<file path="src/hdl/owbm_pkg.sv">
// ----------------------------------------------------------------------------
// owbm_pkg - shared types and constants of the one-wire bus master
// Command codes, timing register indexes and reset values, and the result
// record that passes from the sequencer to the output stage.
// ----------------------------------------------------------------------------
package owbm_pkg;

  localparam int unsigned TickW   = 10;
  localparam int unsigned NumRegs = 8;
  localparam int unsigned RegIdxW = $clog2(NumRegs);

  typedef logic [TickW-1:0] tick_t;
  typedef tick_t [NumRegs-1:0] tick_regs_t;

  // Commands carried on tuser
  typedef enum logic [1:0] {
    CMD_TICK  = 2'd0,
    CMD_RESET = 2'd1,
    CMD_WRITE = 2'd2,
    CMD_READ  = 2'd3
  } cmd_t;

  // Timing register indexes
  typedef enum logic [RegIdxW-1:0] {
    REG_RESET_LOW     = 3'd0,
    REG_PRESENCE_WAIT = 3'd1,
    REG_RESET_TAIL    = 3'd2,
    REG_START_PULSE   = 3'd3,
    REG_READ_SAMPLE   = 3'd4,
    REG_READ_RECOVERY = 3'd5,
    REG_WRITE_SLOT    = 3'd6,
    REG_BYTE_GAP      = 3'd7
  } reg_idx_t;

  localparam tick_regs_t RegDefaults = '{
    tick_t'(119), tick_t'(59), tick_t'(19), tick_t'(14),
    tick_t'(1),   tick_t'(229), tick_t'(69), tick_t'(479)
  };

  // One result item
  typedef struct packed {
    logic       refused;
    logic [7:0] read_byte;
    logic       presence_seen;
    logic       done_res;
    logic       busy_res;
    logic       drive_low;
  } res_t;

endpackage

</file>
<file path="src/hdl/one_wire_bus_master_core.sv">
// ----------------------------------------------------------------------------
// one_wire_bus_master_core - one-wire bus master, standard speed
// Tick-timed reset, write-byte and read-byte sequencing with programmable
// slot timing over an APB-style register port.
// ----------------------------------------------------------------------------
//  channel | direction | handshake              | payload
//  in_     | slave     | in_tvalid / in_tready  | tuser command, tdata byte+level
//  out_    | master    | out_tvalid / out_tready| tdata result flags and byte
//  cfg_    | APB slave | psel, penable, pready  | eight 10-bit timing registers
//
// For every item (tick or command) the sequencer updates its state and the
// result lands in the output register on the same edge.
// A new request is taken each cycle while the output register is empty or
// being drained; a stalled output holds the input off.
// Reset is synchronous, active low, and restores default timing registers.
// ----------------------------------------------------------------------------
module one_wire_bus_master_core (
  input  logic        clk,
  input  logic        rst_n,
  // input stream
  input  logic        in_tvalid,
  output logic        in_tready,
  input  logic [15:0] in_tdata,   // [7:0] write_data, [8] line_level, rest 0
  input  logic [1:0]  in_tuser,   // [1:0] command
  // result stream
  output logic        out_tvalid,
  input  logic        out_tready,
  output logic [15:0] out_tdata,  // [0] drive_low, [1] busy_res, [2] done_res,
                                  // [3] presence_seen, [11:4] read_byte,
                                  // [12] refused, rest 0
  // configuration
  input  logic        cfg_psel,
  input  logic        cfg_penable,
  input  logic        cfg_pwrite,
  input  logic [4:0]  cfg_paddr,
  input  logic [31:0] cfg_pwdata,
  output logic [31:0] cfg_prdata,
  output logic        cfg_pready
);
  import owbm_pkg::*;

  tick_regs_t regs_r;
  res_t       res_nxt, res_r;
  logic       out_valid_r;
  logic       in_acc, cfg_wr;
  logic [RegIdxW-1:0] cfg_idx;

  // Handshake
  assign in_tready = !out_valid_r || out_tready;
  assign in_acc    = in_tvalid && in_tready;

  // Register port
  assign cfg_pready = 1'b1;
  assign cfg_idx    = cfg_paddr[4:2];
  assign cfg_wr     = cfg_psel && cfg_penable && cfg_pwrite;
  assign cfg_prdata = {{(32-TickW){1'b0}}, regs_r[cfg_idx]};

  always_ff @(posedge clk) begin
    if (!rst_n) begin
      regs_r <= RegDefaults;
    end else if (cfg_wr) begin
      regs_r[cfg_idx] <= cfg_pwdata[TickW-1:0];
    end
  end

  // Sequencer
  owbm_seq u_seq (
    .clk        (clk),
    .rst_n      (rst_n),
    .step_en    (in_acc),
    .cmd        (cmd_t'(in_tuser)),
    .write_data (in_tdata[7:0]),
    .line_level (in_tdata[8]),
    .regs       (regs_r),
    .res_nxt    (res_nxt)
  );

  // Output register
  always_ff @(posedge clk) begin
    if (!rst_n) begin
      out_valid_r <= 1'b0;
    end else if (in_acc) begin
      out_valid_r <= 1'b1;
    end else if (out_tready) begin
      out_valid_r <= 1'b0;
    end
  end

  always_ff @(posedge clk) begin
    if (in_acc) res_r <= res_nxt;
  end

  assign out_tvalid = out_valid_r;
  assign out_tdata  = {3'b000, res_r.refused, res_r.read_byte, res_r.presence_seen,
                       res_r.done_res, res_r.busy_res, res_r.drive_low};

`ifndef ASSERT_OFF
  // no request is taken while a result is stalled
  a_no_overrun: assert property (@(posedge clk) disable iff (!rst_n)
    !(in_acc && out_valid_r && !out_tready))
    else $error("input taken over stalled result");

  // a completing item leaves the bus idle and released
  a_done_idle: assert property (@(posedge clk) disable iff (!rst_n)
    (out_tvalid && out_tdata[2]) |-> (!out_tdata[1] && !out_tdata[0]))
    else $error("done with operation still running");

  // a refused command never completes an operation and comes while busy
  a_refused: assert property (@(posedge clk) disable iff (!rst_n)
    (out_tvalid && out_tdata[12]) |-> (!out_tdata[2] && out_tdata[1]))
    else $error("refused result inconsistent");

  // every accepted request yields a result on the next edge
  a_result: assert property (@(posedge clk) disable iff (!rst_n)
    in_acc |=> out_tvalid)
    else $error("result lost");
`endif

endmodule

</file>
<file path="src/hdl/owbm_seq.sv">
// ----------------------------------------------------------------------------
// owbm_seq - bus timing sequencer
// Holds phase, tick counter, bit index and shift byte; advances by one item
// per step and presents the result of that item alongside.
// ----------------------------------------------------------------------------
module owbm_seq (
  input  logic                clk,
  input  logic                rst_n,
  input  logic                step_en,
  input  owbm_pkg::cmd_t      cmd,
  input  logic [7:0]          write_data,
  input  logic                line_level,
  input  owbm_pkg::tick_regs_t regs,
  output owbm_pkg::res_t      res_nxt
);
  import owbm_pkg::*;

  typedef enum logic [3:0] {
    PH_IDLE, PH_RST_LOW, PH_RST_WAIT, PH_RST_TAIL, PH_WR_START,
    PH_WR_SLOT, PH_BYTE_GAP, PH_RD_START, PH_RD_WAIT, PH_RD_RECOV
  } phase_t;

  phase_t     phase_r, phase_nxt;
  tick_t      wait_r, wait_nxt;
  logic [2:0] bit_r, bit_nxt;
  logic [7:0] shift_r, shift_nxt;
  logic       pres_r, pres_nxt;
  logic       drive_r, drive_nxt;
  logic [7:0] last_rd_r, last_rd_nxt;
  logic       done, refused;

  // Next state for one item
  always_comb begin
    phase_nxt   = phase_r;
    wait_nxt    = wait_r;
    bit_nxt     = bit_r;
    shift_nxt   = shift_r;
    pres_nxt    = pres_r;
    drive_nxt   = drive_r;
    last_rd_nxt = last_rd_r;
    done        = 1'b0;
    refused     = 1'b0;
    if (cmd == CMD_TICK) begin
      if (phase_r != PH_IDLE) begin
        if (wait_r > tick_t'(1)) begin
          wait_nxt = wait_r - tick_t'(1);
        end else begin
          wait_nxt = '0;
          case (phase_r)
            PH_RST_LOW: begin
              phase_nxt = PH_RST_WAIT;
              wait_nxt  = regs[REG_PRESENCE_WAIT];
              drive_nxt = 1'b0;
            end
            PH_RST_WAIT: begin
              pres_nxt  = ~line_level;
              phase_nxt = PH_RST_TAIL;
              wait_nxt  = regs[REG_RESET_TAIL];
              drive_nxt = 1'b0;
            end
            PH_WR_START: begin
              phase_nxt = PH_WR_SLOT;
              wait_nxt  = regs[REG_WRITE_SLOT];
              drive_nxt = ~shift_r[bit_r];
            end
            PH_WR_SLOT: begin
              if (bit_r == 3'd7) begin
                phase_nxt = PH_BYTE_GAP;
                wait_nxt  = regs[REG_BYTE_GAP];
                drive_nxt = 1'b0;
              end else begin
                bit_nxt   = bit_r + 3'd1;
                phase_nxt = PH_WR_START;
                wait_nxt  = regs[REG_START_PULSE];
                drive_nxt = 1'b1;
              end
            end
            PH_RD_START: begin
              phase_nxt = PH_RD_WAIT;
              wait_nxt  = regs[REG_READ_SAMPLE];
              drive_nxt = 1'b0;
            end
            PH_RD_WAIT: begin
              if (line_level) shift_nxt[bit_r] = 1'b1;
              phase_nxt = PH_RD_RECOV;
              wait_nxt  = regs[REG_READ_RECOVERY];
              drive_nxt = 1'b0;
            end
            PH_RD_RECOV: begin
              if (bit_r == 3'd7) begin
                last_rd_nxt = shift_r;
                phase_nxt   = PH_IDLE;
                drive_nxt   = 1'b0;
                bit_nxt     = '0;
                done        = 1'b1;
              end else begin
                bit_nxt   = bit_r + 3'd1;
                phase_nxt = PH_RD_START;
                wait_nxt  = regs[REG_START_PULSE];
                drive_nxt = 1'b1;
              end
            end
            PH_RST_TAIL, PH_BYTE_GAP: begin
              phase_nxt = PH_IDLE;
              drive_nxt = 1'b0;
              bit_nxt   = '0;
              done      = 1'b1;
            end
            default: begin
              phase_nxt = PH_IDLE;
              drive_nxt = 1'b0;
            end
          endcase
        end
      end
    end else if (phase_r != PH_IDLE) begin
      // command while an operation runs: ignored, no time passes
      refused = 1'b1;
    end else begin
      bit_nxt   = '0;
      drive_nxt = 1'b1;
      case (cmd)
        CMD_RESET: begin
          phase_nxt = PH_RST_LOW;
          wait_nxt  = regs[REG_RESET_LOW];
        end
        CMD_WRITE: begin
          shift_nxt = write_data;
          phase_nxt = PH_WR_START;
          wait_nxt  = regs[REG_START_PULSE];
        end
        default: begin
          shift_nxt = '0;
          phase_nxt = PH_RD_START;
          wait_nxt  = regs[REG_START_PULSE];
        end
      endcase
    end
  end

  // Result of this item, after its update
  always_comb begin
    res_nxt.drive_low     = drive_nxt;
    res_nxt.busy_res      = (phase_nxt != PH_IDLE);
    res_nxt.done_res      = done;
    res_nxt.presence_seen = pres_nxt;
    res_nxt.read_byte     = last_rd_nxt;
    res_nxt.refused       = refused;
  end

  // Sequencer state
  always_ff @(posedge clk) begin
    if (!rst_n) begin
      phase_r   <= PH_IDLE;
      wait_r    <= '0;
      bit_r     <= '0;
      shift_r   <= '0;
      pres_r    <= 1'b0;
      drive_r   <= 1'b0;
      last_rd_r <= '0;
    end else if (step_en) begin
      phase_r   <= phase_nxt;
      wait_r    <= wait_nxt;
      bit_r     <= bit_nxt;
      shift_r   <= shift_nxt;
      pres_r    <= pres_nxt;
      drive_r   <= drive_nxt;
      last_rd_r <= last_rd_nxt;
    end
  end

endmodule

</file>
<file path="config.mk">
export PLATFORM = sky130hd
export DESIGN_NAME = one_wire_bus_master_core
export DESIGN_NICKNAME = d
export VERILOG_FILES = /design/src/hdl/owbm_pkg.sv /design/src/hdl/one_wire_bus_master_core.sv /design/src/hdl/owbm_seq.sv
export SDC_FILE = /design/constraint.sdc
export NUM_CORES = 1
export LEC_CHECK = 0
export ABC_AREA = 0
export ABC_CLOCK_PERIOD_IN_PS = 2800
export BUFFER_PORTS_ARGS = -buffer_cell sky130_fd_sc_hd__buf_2
export CAP_MARGIN = 25
export CELL_PAD_IN_SITES_DETAIL_PLACEMENT = 0
export CELL_PAD_IN_SITES_GLOBAL_PLACEMENT = 2
export CORE_UTILIZATION = 36
export CTS_BUF_LIST = sky130_fd_sc_hd__clkbuf_4 sky130_fd_sc_hd__clkbuf_8
export DETAILED_ROUTE_END_ITERATION = 10
export HOLD_SLACK_MARGIN = 0.08
export PLACE_DENSITY_LB_ADDON = 0.1
export SLEW_MARGIN = 20
export SYNTH_ARGS = -nofsm -noshare
export SYNTH_HDL_FRONTEND = slang
export SYNTH_HIERARCHICAL = 1
export SYNTH_SLANG_ARGS = --single-unit
</file>
<file path="constraint.sdc">
create_clock -name clk -period 2.8 [get_ports clk]
set_input_delay 0.28 -clock clk [delete_from_list [all_inputs] [get_ports clk]]
set_output_delay 0.28 -clock clk [all_outputs]
set_load 0.01 [all_outputs]
</file>
# Word-level counts from Yosys, hierarchy flattened
# Index checks and enable logic that the tools add are counted.
# word_totals
reg_bits,129
ram_bits,0
mem_count,0
latch_bits,0
rom_bits,0
inputBits,62
# op_classes
multipliers,0
shifts,0
reduce_logical,17
n_bitwise,5
n_lt_le_gt_ge,5
add_sub_neg,2
mux,59
div,0
eq_ne,20
# ops
operator,count
10-bit 2-to-1 mux,9
8-bit 2-to-1 mux,11
80-bit bitwise mux,1
10-bit case mux with 7 select lines,1
10-bit binary-select mux with 3-bit select,1
10-bit demux with 3-bit select,1
4-bit case mux with 7 select lines,1
3-bit 2-to-1 mux,7
4-bit by 3-bit equality test with 1-bit output (second input constant),4
4-bit 2-to-1 mux,4
8-bit case mux with 2 select lines,1
1-bit 2-to-1 mux,15
10-bit by 1-bit greater-than comparator with 1-bit output (second input constant),1
10-bit by 1-bit subtractor with 10-bit output (second input constant),1
3-bit case mux with 3 select lines,1
4-bit by 2-bit equality test with 1-bit output (second input constant),2
4-bit equality test (second input constant),2
3-bit by 4-bit less-than comparator with 1-bit output (second input constant),2
2-bit inequality test (second input constant),4
8-bit OR,1
4-bit nonzero test,2
7-bit AND reduction,1
3-bit by 1-bit >= comparator with 1-bit output (second input constant),2
3-bit case mux with 2 select lines,1
22 further kinds,32

# Longest topological paths before layout
# Gate-level depths: netlist of the first run.
# depth
ltp_word,10
ltp_mapped,9
depth_no_buf,9

# Modules after synthesis
# Netlist of the first run, hierarchy kept.
# modules_own_cells
mod,cells_each,seq_area_each_um2,area_per_inst_um2,instances
one_wire_bus_master_core,445,2011.9,4386.7,1
owbm_seq,420,700.7,3311.9,1

# Least setup slack after synthesis of the first run
# No wires, ideal clock.
# synth_path
path_type,reg-to-reg
startpoint,register u_seq.phase_r[1]
endpoint,register u_seq.shift_r[2]
t_arrival_ps,2258
setup_time_ps,134
path_slack_ps,408
required_ps,2666
path_stages_with_launch,10
path_buffers,1
cell_sequence,dfxtp_1 or2_2 nor3_1 inv_1 ha_1 nand2_1 nor2_1 and2_1 buf_2 a211oi_1
# synth_between
elab_chain_len,3
word_cells_on_any_way,7
classes_between,5 x eq/ne; 2 x reduce/logical
# synth_lines
element,line_no,rtl
"start, declared",owbm_seq.sv:23,"phase_t phase_r, phase_nxt;"
"start signal, assigned",owbm_seq.sv:162,phase_r <= phase_nxt;
4-bit equality test / 4-bit nonzero test (equally long branches),"owbm_seq.sv:49, owbm_seq.sv:44, owbm_seq.sv:116",
2-bit inequality test (no line) / 2-bit by 1-bit inequality test with 1-bit output (equally long branches),-,
7-bit AND reduction (no line) (*),-,
"end signal, assigned",owbm_seq.sv:165,shift_r <= shift_nxt;
"end, declared",owbm_seq.sv:26,"logic [7:0] shift_r, shift_nxt;"
# Every way passes the cells marked *; elsewhere a longest branch is shown, timed or not.
# A chain may end at the register's enable or synchronous reset.

# Worst setup path after layout of the first run
# layout_path
startpoint,register u_seq.bit_r[0]
endpoint,register u_seq.wait_r[3]
# layout_between
elab_chain_len,6
word_cells_on_any_way,7
classes_between,1 x eq/ne; 6 x mux
# layout_lines
element,line_no,rtl
"start, declared",owbm_seq.sv:25,"logic [2:0] bit_r, bit_nxt;"
"start signal, assigned",owbm_seq.sv:164,bit_r <= bit_nxt;
3-bit equality test (*),"owbm_seq.sv:67, owbm_seq.sv:90",
10-bit 2-to-1 mux (on tied branches),"owbm_seq.sv:90, owbm_seq.sv:67",
10-bit case mux with 7 select lines (*),owbm_seq.sv:49,case (phase_r)
10-bit 2-to-1 mux (*),owbm_seq.sv:45,if (wait_r > tick_t'(1)) begin
10-bit 2-to-1 mux (*),owbm_seq.sv:44,if (phase_r != PH_IDLE) begin
10-bit 2-to-1 mux (*),owbm_seq.sv:43,if (cmd == CMD_TICK) begin
"end signal, assigned",owbm_seq.sv:163,wait_r <= wait_nxt;
"end, declared",owbm_seq.sv:24,"tick_t wait_r, wait_nxt;"
# Every way passes the cells marked *; elsewhere a longest branch is shown, timed or not. The select of a mux whose other input is x is not followed.

==> results of run 1 <==
==> worst reg2reg max path: stages, from the launching register on <==
cell	delay (ps)
dfxtp_1	340
ha_1	150
ha_1	400
buf_4	250
inv_1	60
and2_1	250
a221o_1	400
o21ai_1	390
a21oi_1	130
==> power groups by stage <==
stage | Combinational, mW | Clock [mW] | Sequential [mW]
6_report | 0.973 | 1.68 | 1.98
2_1_floorplan | 0.674 | 0 | 2.01
3_5_place_dp | 0.959 | 0 | 2.02
4_1_cts | 0.963 | 1.72 | 1.98
5_1_grt | 1.05 | 1.82 | 1.99
3_3_place_gp | 0.957 | 0 | 2.02
==> worst min path at each step <==
stage | end | slack [ps] | from | depth (start not counted)
3_3_place_gp | regs_r[40] | 460 | regs_r[40] | 2
4_1_cts | regs_r[8] | 90 | cfg_pwdata[8] | 3
2_1_floorplan | out_tvalid | 420 | in_tvalid | 2
6_report | regs_r[8] | 120 | cfg_pwdata[8] | 3
3_5_place_dp | regs_r[40] | 460 | regs_r[40] | 2
5_1_grt | regs_r[8] | 90 | cfg_pwdata[8] | 3
==> synth_stat cells, types with 11 or more instances <==
master	count	area, µm²
mux2_2	25	281.5
nor2_1	27	101.4
o21ai_0	49	245.2
edfxtp_1	13	390.4
a31oi_1	14	87.58
clkbuf_1	28	105.1
o211ai_1	23	172.7
mux2i_1	72	720.7
buf_4	37	277.8
inv_1	30	112.6
dfxtp_1	116	2322
a21oi_1	28	140.1
buf_2	22	110.1
a211oi_1	11	82.58
nand2_1	95	356.6
nand2b_1	11	68.82
nand3_1	80	400.4
==> what timing repair did <==
action,in CTS,in global routing
gates resized for setup,0,1
endpoints found under the hold margin,1,0
hold buffers,1,0
endpoints found under the setup margin,0,8
==> layer usage <==
metal  up-vias  track usage, %  wire [µm]
met4         0           6.546        510
li1       3226               -          -
met2       281           40.61      12590
met1      3389           33.79      12080
met5         -               0          0
met3        38           5.123       1574
==> through the flow <==
step                      utilization, %  power [mW]  cell area [µm²]  hold WS (ps)
final                              40.98       4.634             8615         118.9
after global routing               40.98       4.854             8615         91.70
after CTS                          40.97       4.656             8612         94.74
after detailed placement           39.00       2.979             8198         463.6
after global placement             39.00       2.976             8198         456.2
after floorplan                        -       2.684             7789         419.0
==> registers in the layout (all words and copies together), names as in the netlist <==
register,cells
out_tvalid,1
u_seq/last_rd_r,8
regs_r,80
u_seq/shift_r,8
u_seq/wait_r,10
u_seq/bit_r,3
u_seq/pres_r,1
out_tdata,13
u_seq/drive_r,1
u_seq/phase_r,4
==> kinds of logic (layout without fill, tap and decap cells) <==
logic type / after synthesis / in the layout / synth area share [%]
adders and majority gates: 9 / 9 / 1.463
buffers and inverters: 128 / 162 / 8.792
and+or+nand+nor: 289 / 289 / 20.41
AOI/OAI and AO/OA: 196 / 196 / 17.26
other: 2 / 26 / 0.09755
DFF: 129 / 129 / 35.23
muxes: 108 / 108 / 16.28
xor gates and xnor gates: 4 / 4 / 0.4551
==> area by class of cell <==
type                            instances  area [µm²]  area share [%]
Timing Repair Buffer                   99       635.6           7.378
Clock buffer                           18       241.5           2.803
Tap cell                              275       344.1           3.994
Inverter                               31       116.4           1.351
Clock inverter                         14       162.7           1.888
Sequential cell                       129        2713           31.49
Multi-Input combinational cell        632        4402           51.10
==> reports/metrics.cfg, run 1 <==
[status]
status=completed

[logic_synthesis]
netlist_instances=865
yosysWarnings=6
synth_edf_count=13
syn_avg_cell_area_um2=8.900
synth_seq_cells=129
syn_area_um2=7699
ys_seq_area_share_pct=35.23
postSynth.topFlopCell=dfxtp_1
synth.distinct_cells=84
synth-async-reset-ratio_pct=0

[critical_path]
cp_top_family=compound AO/OA/AOI/OAI gates
arrival_ps=2820
slowest_stage=ha_1
reg2reg_to=u_seq/wait_r[3]
crit_end=u_seq/wait_r[3]
reg2reg_from=u_seq/bit_r[0]
cp.depth=8
reg2reg_setup_slack_ps=300
cp_data_required_time_ps=3120
end_kind=register
path_cells=ha_1 -> ha_1 -> buf_4 -> inv_1 -> and2_1 -> a221o_1 -> o21ai_1 -> a21oi_1
critPathBufInv=2
ff2ff_path_depth=8
crit_fanout=6
startpoint_type=register
path_class=reg2reg
worstSetupStartpoint=u_seq/bit_r[0]
max_stage_delay_ps=400
crit_top_cell=ha_1

[final_layout]
layout_common_cells=116 x dfxtp_1, 95 x nand2_1, 80 x nand3_1
drive_gt1_share_pct=20.80
fin_cells=1198
final_common_cell=dfxtp_1
fillers=2133
syn2layout_area_growth_pct=11.90
fin_nets=981
diodes=0

[global_route]
grt_max_degree=112
grt_usage_pct=25.06
grt_pass1_vias=6570
grt_pass1_wl_mm=40.80
grt_antenna_before_repair=0
grt-ovfl-total=0

[clock_tree]
clock_path_buffers=2
cts_tree=done
cts_buffers=17
clockRootBuffer=clkbuf_8
post-cts-setup-buffer-count=0
htreeDepth=4
clk_latency_ps=450
cts.clk_slew.worst_paths_ps=80
cts.sinks=129

[placement]
dp.cells=1165
routabilityCongestion=0.8500
dp_slack_ps=245.2
dp_hpwl_mm=19.24
io_buffer_count=55

[power_and_ir_drop]
p_leak_nw=3.338
p_comb_share_pct=21.0
p_sw_mw=1.468
clockPowerShare_pct=36.3
ir_worst_vdd_mv=0.3283
p_int_mw=3.166
swShare_pct=31.68
pwr-share-seq_pct=42.7
power_density_nw_per_um2=537.9

[detailed_routing]
via_per_inst=5.788
drtPass1Iterations=7
ant_nets=0
vias=6934
drc=0
drtIter0Drc=634
routed_wl_mm=26.76
routedWlPerCell_um=22.33

[timing]
slew_violations=0
finalSetupViolations=0
grt_setup_unrepaired=no
tightestPinTransition_ps=871.7
hold_viol_final=0
period_minus_slack_ps=2502
max_freq_mhz=399.6
max-slew-margin-rel_pct=41.88
min_period_over_period_pct=89.37
setup_tns_ps=0
skew_ps=11.97
worst_slack_ps=297.5

[floorplan]
fp.dieW_um=148.2
die_area_um2=21970
core_um2=21020
die_h_um=148.2
pin_count=113
core.rowCount=53
initial_core_util_pct=36.62

[job]
maxCapViolCount=0

[worst_hold_path]
min_path_type=in2reg

Power figures use the tool's default switching activity.
==> run 2, diff against run 1 <==
--- a/config.mk
+++ b/config.mk
@@ -7,7 +7,7 @@
 export LEC_CHECK = 0
 export ABC_AREA = 0
 export ABC_CLOCK_PERIOD_IN_PS = 2800
-export BUFFER_PORTS_ARGS = -buffer_cell sky130_fd_sc_hd__buf_2
+export BUFFER_PORTS_ARGS = -buffer_cell sky130_fd_sc_hd__buf_4
 export CAP_MARGIN = 25
 export CELL_PAD_IN_SITES_DETAIL_PLACEMENT = 0
 export CELL_PAD_IN_SITES_GLOBAL_PLACEMENT = 2
==> run 2 against run 1 <==
Net effect: design area rose by 2.2%; via count barely moved; clock-buffer cell count did not move; routed wire length rose by 0.29%; die area did not move; final cell count rose by 0.17%; global-route usage rose by 0.25 points; sequential share of layout area fell by 0.68 points; setup slack got worse by 2.1 ps; utilization rose by 0.91 points; first-iteration DRC count fell by 9.0%; clock skew fell by 1.9 ps.
==> reports/metrics.cfg, run 2 (synthesis results as in run 1) <==
[floorplan]
core.rowCount=53
die_area_um2=21970
core_um2=21020
pin_count=113
die_h_um=148.2
initial_core_util_pct=36.62
fp.dieW_um=148.2

[critical_path]
cp.depth=8
reg2reg_setup_slack_ps=300
critPathBufInv=1
cp_top_family=compound AO/OA/AOI/OAI gates
max_stage_delay_ps=360
reg2reg_to=u_seq/wait_r[8]
crit_end=u_seq/wait_r[8]
path_class=reg2reg
crit_fanout=5
arrival_ps=2850
worstSetupStartpoint=u_seq/bit_r[0]
reg2reg_from=u_seq/bit_r[0]
crit_top_cell=ha_1
ff2ff_path_depth=8
cp_data_required_time_ps=3150
end_kind=register
path_cells=ha_1 -> ha_1 -> buf_4 -> mux2_2 -> a222oi_1 -> nand3_1 -> a221oi_1 -> o21ai_1
slowest_stage=dfxtp_1
startpoint_type=register

[power_and_ir_drop]
clockPowerShare_pct=39.3
p_int_mw=3.377
swShare_pct=30.90
p_comb_share_pct=20.2
ir_worst_vdd_mv=0.2991
p_leak_nw=3.414
pwr-share-seq_pct=40.5
power_density_nw_per_um2=554.9
p_sw_mw=1.510

[clock_tree]
clock_path_buffers=2
cts.sinks=129
htreeDepth=4
post-cts-setup-buffer-count=0
clk_latency_ps=460
cts.clk_slew.worst_paths_ps=90
clockRootBuffer=clkbuf_8
cts_tree=done
cts_resized=0
cts_buffers=17

[timing]
max-slew-margin-rel_pct=44.81
skew_ps=10.08
slew_violations=0
finalSetupViolations=0
grt_setup_unrepaired=no
setup_tns_ps=0
min_period_over_period_pct=89.45
max_freq_mhz=399.3
hold_viol_final=0
tightestPinTransition_ps=825.1
period_minus_slack_ps=2505
hold_ws_ps=100.5

[detailed_routing]
via_per_inst=5.775
drtPass1Iterations=5
ant_nets=0
routedWlPerCell_um=22.36
routed_wl_mm=26.83
drtIter0Drc=577
vias=6930
drc=0

[final_layout]
layout_common_cells=116 x dfxtp_1, 99 x buf_4, 95 x nand2_1
final-seq-area_um2=2713
drive_gt1_share_pct=21.08
fillers=2106
multi_input_area_um2=4399
largest-register=regs_r
final_common_cell=dfxtp_1
largest_reg_flops=80
diodes=0
fin_cells=1200
fin_nets=983
syn2layout_area_growth_pct=14.38
fin_area_um2=8806

[global_route]
grt-ovfl-total=0
grt_max_degree=60
grt_pass1_wl_mm=41.60
grt_usage_pct=25.31
grt_pass1_vias=6848
grt_antenna_before_repair=0

[placement]
io_buffer_count=55
dp.cells=1166
dp_hpwl_mm=19.29
routabilityCongestion=0.8474
placed_area_um2=8315

[status]
status=completed

[job]
maxCapViolCount=0

[worst_hold_path]
min_path_type=in2reg

[run 2: cell count changes in the layout (fill, tap and decap cells not counted), moves of 2 or more]
cell,before,now
buf_12,2,0
buf_2,54,0
buf_4,42,99
bufinv_16,3,5
clkinv_1,3,0
[run 2: final cells by class]
class	count	area share, %
multi-input cells	632	49.96
flip-flops and latches	129	30.80
repair buffers	101	8.667
well taps	275	3.907
clock buffers	18	2.742
clock inverters	14	2.600
inverters	31	1.321
[run 2: per-layer routing]
metal | routed length [µm] | global-route usage, % | up-vias
met4 | 634 | 8.557 | 0
met3 | 1630 | 5.491 | 40
met5 | 0 | 0 | -
met2 | 12260 | 39.60 | 241
met1 | 12300 | 34.34 | 3405
li1 | - | - | 3244
[run 2: metrics by stage]
step | utilization [%] | power [mW] | setup WS [ps]
after global placement | 39.56 | 2.987 | 306.3
after global routing | 41.89 | 5.096 | 143.6
after detailed placement | 39.56 | 2.992 | 309.0
final | 41.89 | 4.887 | 295.5
after CTS | 41.89 | 4.910 | 296.4
after floorplan | - | 2.684 | 408.0
[run 2: repair_timing]
item / 4_1_cts / 5_1_grt
hold endpoints to repair: 2 / 0
endpoints found under the setup margin: 0 / 0
hold buffers: 2 / 0
[run 2: worst reg2reg max path, delay by kind of cell (launching register included)]
family | cells | cell delay, ps
adder cells (fa/ha/maj) | 2 | 520
multiplexers | 1 | 330
AND/OR/NAND/NOR | 1 | 290
buffers and inverters | 1 | 190
flip-flops | 1 | 360
AO/OA/AOI/OAI | 3 | 720
[run 2: worst min path at each step]
| stage | startpoint | endpoint | slack, ps | cells after the start |
|---|---|---|---|---|
| 6_report | cfg_pwdata[3] | regs_r[63] | 100 | 3 |
| 5_1_grt | cfg_pwdata[7] | regs_r[27] | 90 | 3 |
| 4_1_cts | cfg_pwdata[1] | regs_r[41] | 90 | 3 |
| 3_5_place_dp | regs_r[45] | regs_r[45] | 470 | 2 |
| 3_3_place_gp | regs_r[40] | regs_r[40] | 460 | 2 |
| 2_1_floorplan | in_tvalid | out_tvalid | 420 | 2 |
[run 2: power groups by stage]
stage	clock (mW)	sequential (mW)	combinational [mW]
floorplan	0	2.01	0.674
detailed placement	0	2.02	0.971
global route	2.05	1.99	1.06
global placement	0	2.02	0.966
CTS	1.95	1.98	0.978
finish	1.92	1.98	0.987
==> run 3, diff against run 2 <==
--- a/config.mk
+++ b/config.mk
@@ -14,6 +14,7 @@
 export CORE_UTILIZATION = 36
 export CTS_BUF_LIST = sky130_fd_sc_hd__clkbuf_4 sky130_fd_sc_hd__clkbuf_8
 export DETAILED_ROUTE_END_ITERATION = 10
+export GPL_TIMING_DRIVEN = 0
 export HOLD_SLACK_MARGIN = 0.08
 export PLACE_DENSITY_LB_ADDON = 0.1
 export SLEW_MARGIN = 20
==> run 3 against run 2 <==
Net effect: design area rose by 2.4%; setup slack worse by 170 ps; non-clock buffer count rose by 54.
==> reports/metrics.cfg, run 3 (synthesis results as in run 1) <==
[timing]
min_period_over_period_pct=95.46
max-slew-margin-rel_pct=42.16
period_minus_slack_ps=2673
finalSetupViolations=0
skew_ps=12.28
hold_viol_final=0
slew_violations=0
max_freq_mhz=374.1
tightestPinTransition_ps=867.6
grt_setup_unrepaired=no

[clock_tree]
htreeDepth=4
clock_path_buffers=2
clk_latency_ps=460
cts_buffers=17
cts.clk_slew.worst_paths_ps=80
cts.sinks=129
cts_tree=done
clockRootBuffer=clkbuf_8

[floorplan]
die_h_um=148.2
initial_core_util_pct=36.62
pin_count=113
fp.dieW_um=148.2
core_um2=21020
die_area_um2=21970
core.rowCount=53

[global_route]
grt-ovfl-total=0
grt_pass1_vias=6864
grt_max_degree=19
grt_antenna_before_repair=0
grt_pass1_wl_mm=43.66
grt_usage_pct=27.50

[placement]
io_buffer_count=53
dp_hpwl_mm=22.12
routabilityCongestion=0.9572
dp.cells=1218

[final_layout]
fillers=2121
fin_nets=1037
diodes=0
finish.utilization_pct=42.91
fin_cells=1254
layout_common_cells=116 x dfxtp_1, 94 x nand2_1, 92 x buf_4
syn2layout_area_growth_pct=17.16
drive_gt1_share_pct=22.78
largest-register=regs_r
final_common_cell=dfxtp_1
largest_reg_flops=80

[worst_hold_path]
hold_path_startpoint=cfg_pwdata[4]
min_path_type=in2reg

[detailed_routing]
routedWlPerCell_um=23.72
ant_nets=0
drtPass1Iterations=7
drtIter0Drc=601
met2_length_mm=13.72
via_per_inst=5.869
vias=7360
m1WireLength_mm=12.11
top_layer_used=met4
drc=0
routed_wl_mm=29.74
dr_wl_met3_mm=2.322

[critical_path]
cp_data_required_time_ps=3010
arrival_ps=2880
reg2reg_from=u_seq/bit_r[1]
end_kind=register
startpoint_type=register
path_class=reg2reg
worstSetupStartpoint=u_seq/bit_r[1]
crit_fanout=10

[status]
status=completed

[power_and_ir_drop]
power.total_mw=4.697
p_leak_nw=3.546
ir_worst_vdd_mv=0.2829
power_density_nw_per_um2=520.8

[job]
maxCapViolCount=0

-- run 3: repair_timing --
action / in CTS / in global routing
gates resized for setup: 7 / 1
setup endpoints to repair: 28 / 6
buffers inserted: 0 / 2
hold buffers: 2 / 0
endpoints found under the hold margin: 2 / 0
pin swaps: 1 / 1
-- run 3: metal layers --
metal	track usage, %	vias up
met3	6.380	91
li1	-	3365
met4	15.67	0
met1	33.82	3545
met5	0	-
met2	44.11	359
-- run 3: power breakdown --
| part | switching [mW] | leakage (nW) | total [mW] | internal, mW |
|---|---|---|---|---|
| sequential | 0.0614 | 1.07 | 1.98 | 1.92 |
| clock | 0.821 | 0.197 | 1.64 | 0.823 |
| combinational | 0.669 | 2.28 | 1.07 | 0.400 |
| total | 1.55 | 3.55 | 4.70 | 3.15 |
-- run 3: path summary, 6_finish.rpt --
check / slack [ps] / end / cells after the start
worst max-delay path: 130 / out_tdata[6] / 7
worst min-delay path: 100 / regs_r[64] / 3
worst max register to register: 130 / out_tdata[6] / 7
worst min register to register: 490 / regs_r[21] / 2
-- run 3: area by class of cell --
class / instances / area [µm²] / share of cell area [%]
buffer: 97 / 561.8 / 6.228
clock buffer: 19 / 255.2 / 2.830
clock inverter: 13 / 137.6 / 1.526
inverter: 31 / 116.4 / 1.290
multi-input combinational: 632 / 4454 / 49.38
sequential: 129 / 2713 / 30.07
tap: 275 / 344.1 / 3.815
timing repair buffer: 58 / 437.9 / 4.855
-- run 3: worst max-delay path: stages, from the launching register on --
cell and delay [ps]:
dfxtp_1 360, ha_1 160, ha_1 150, buf_2 270
buf_2 360, nand2_1 230, nor2_2 490, mux2_2 410
-- run 3: through the flow --
step	hold WS (ps)	TNS [ps]	cell area, µm²	worst slack, ps
finish	103.2	0	9020	127.2
global route	94.26	0	9020	14.62
CTS	93.05	0	9000	152.3
detailed placement	466.0	-5264	8563	-400.0
global placement	461.3	-5044	8531	-393.2
floorplan	419.0	0	7789	408.0
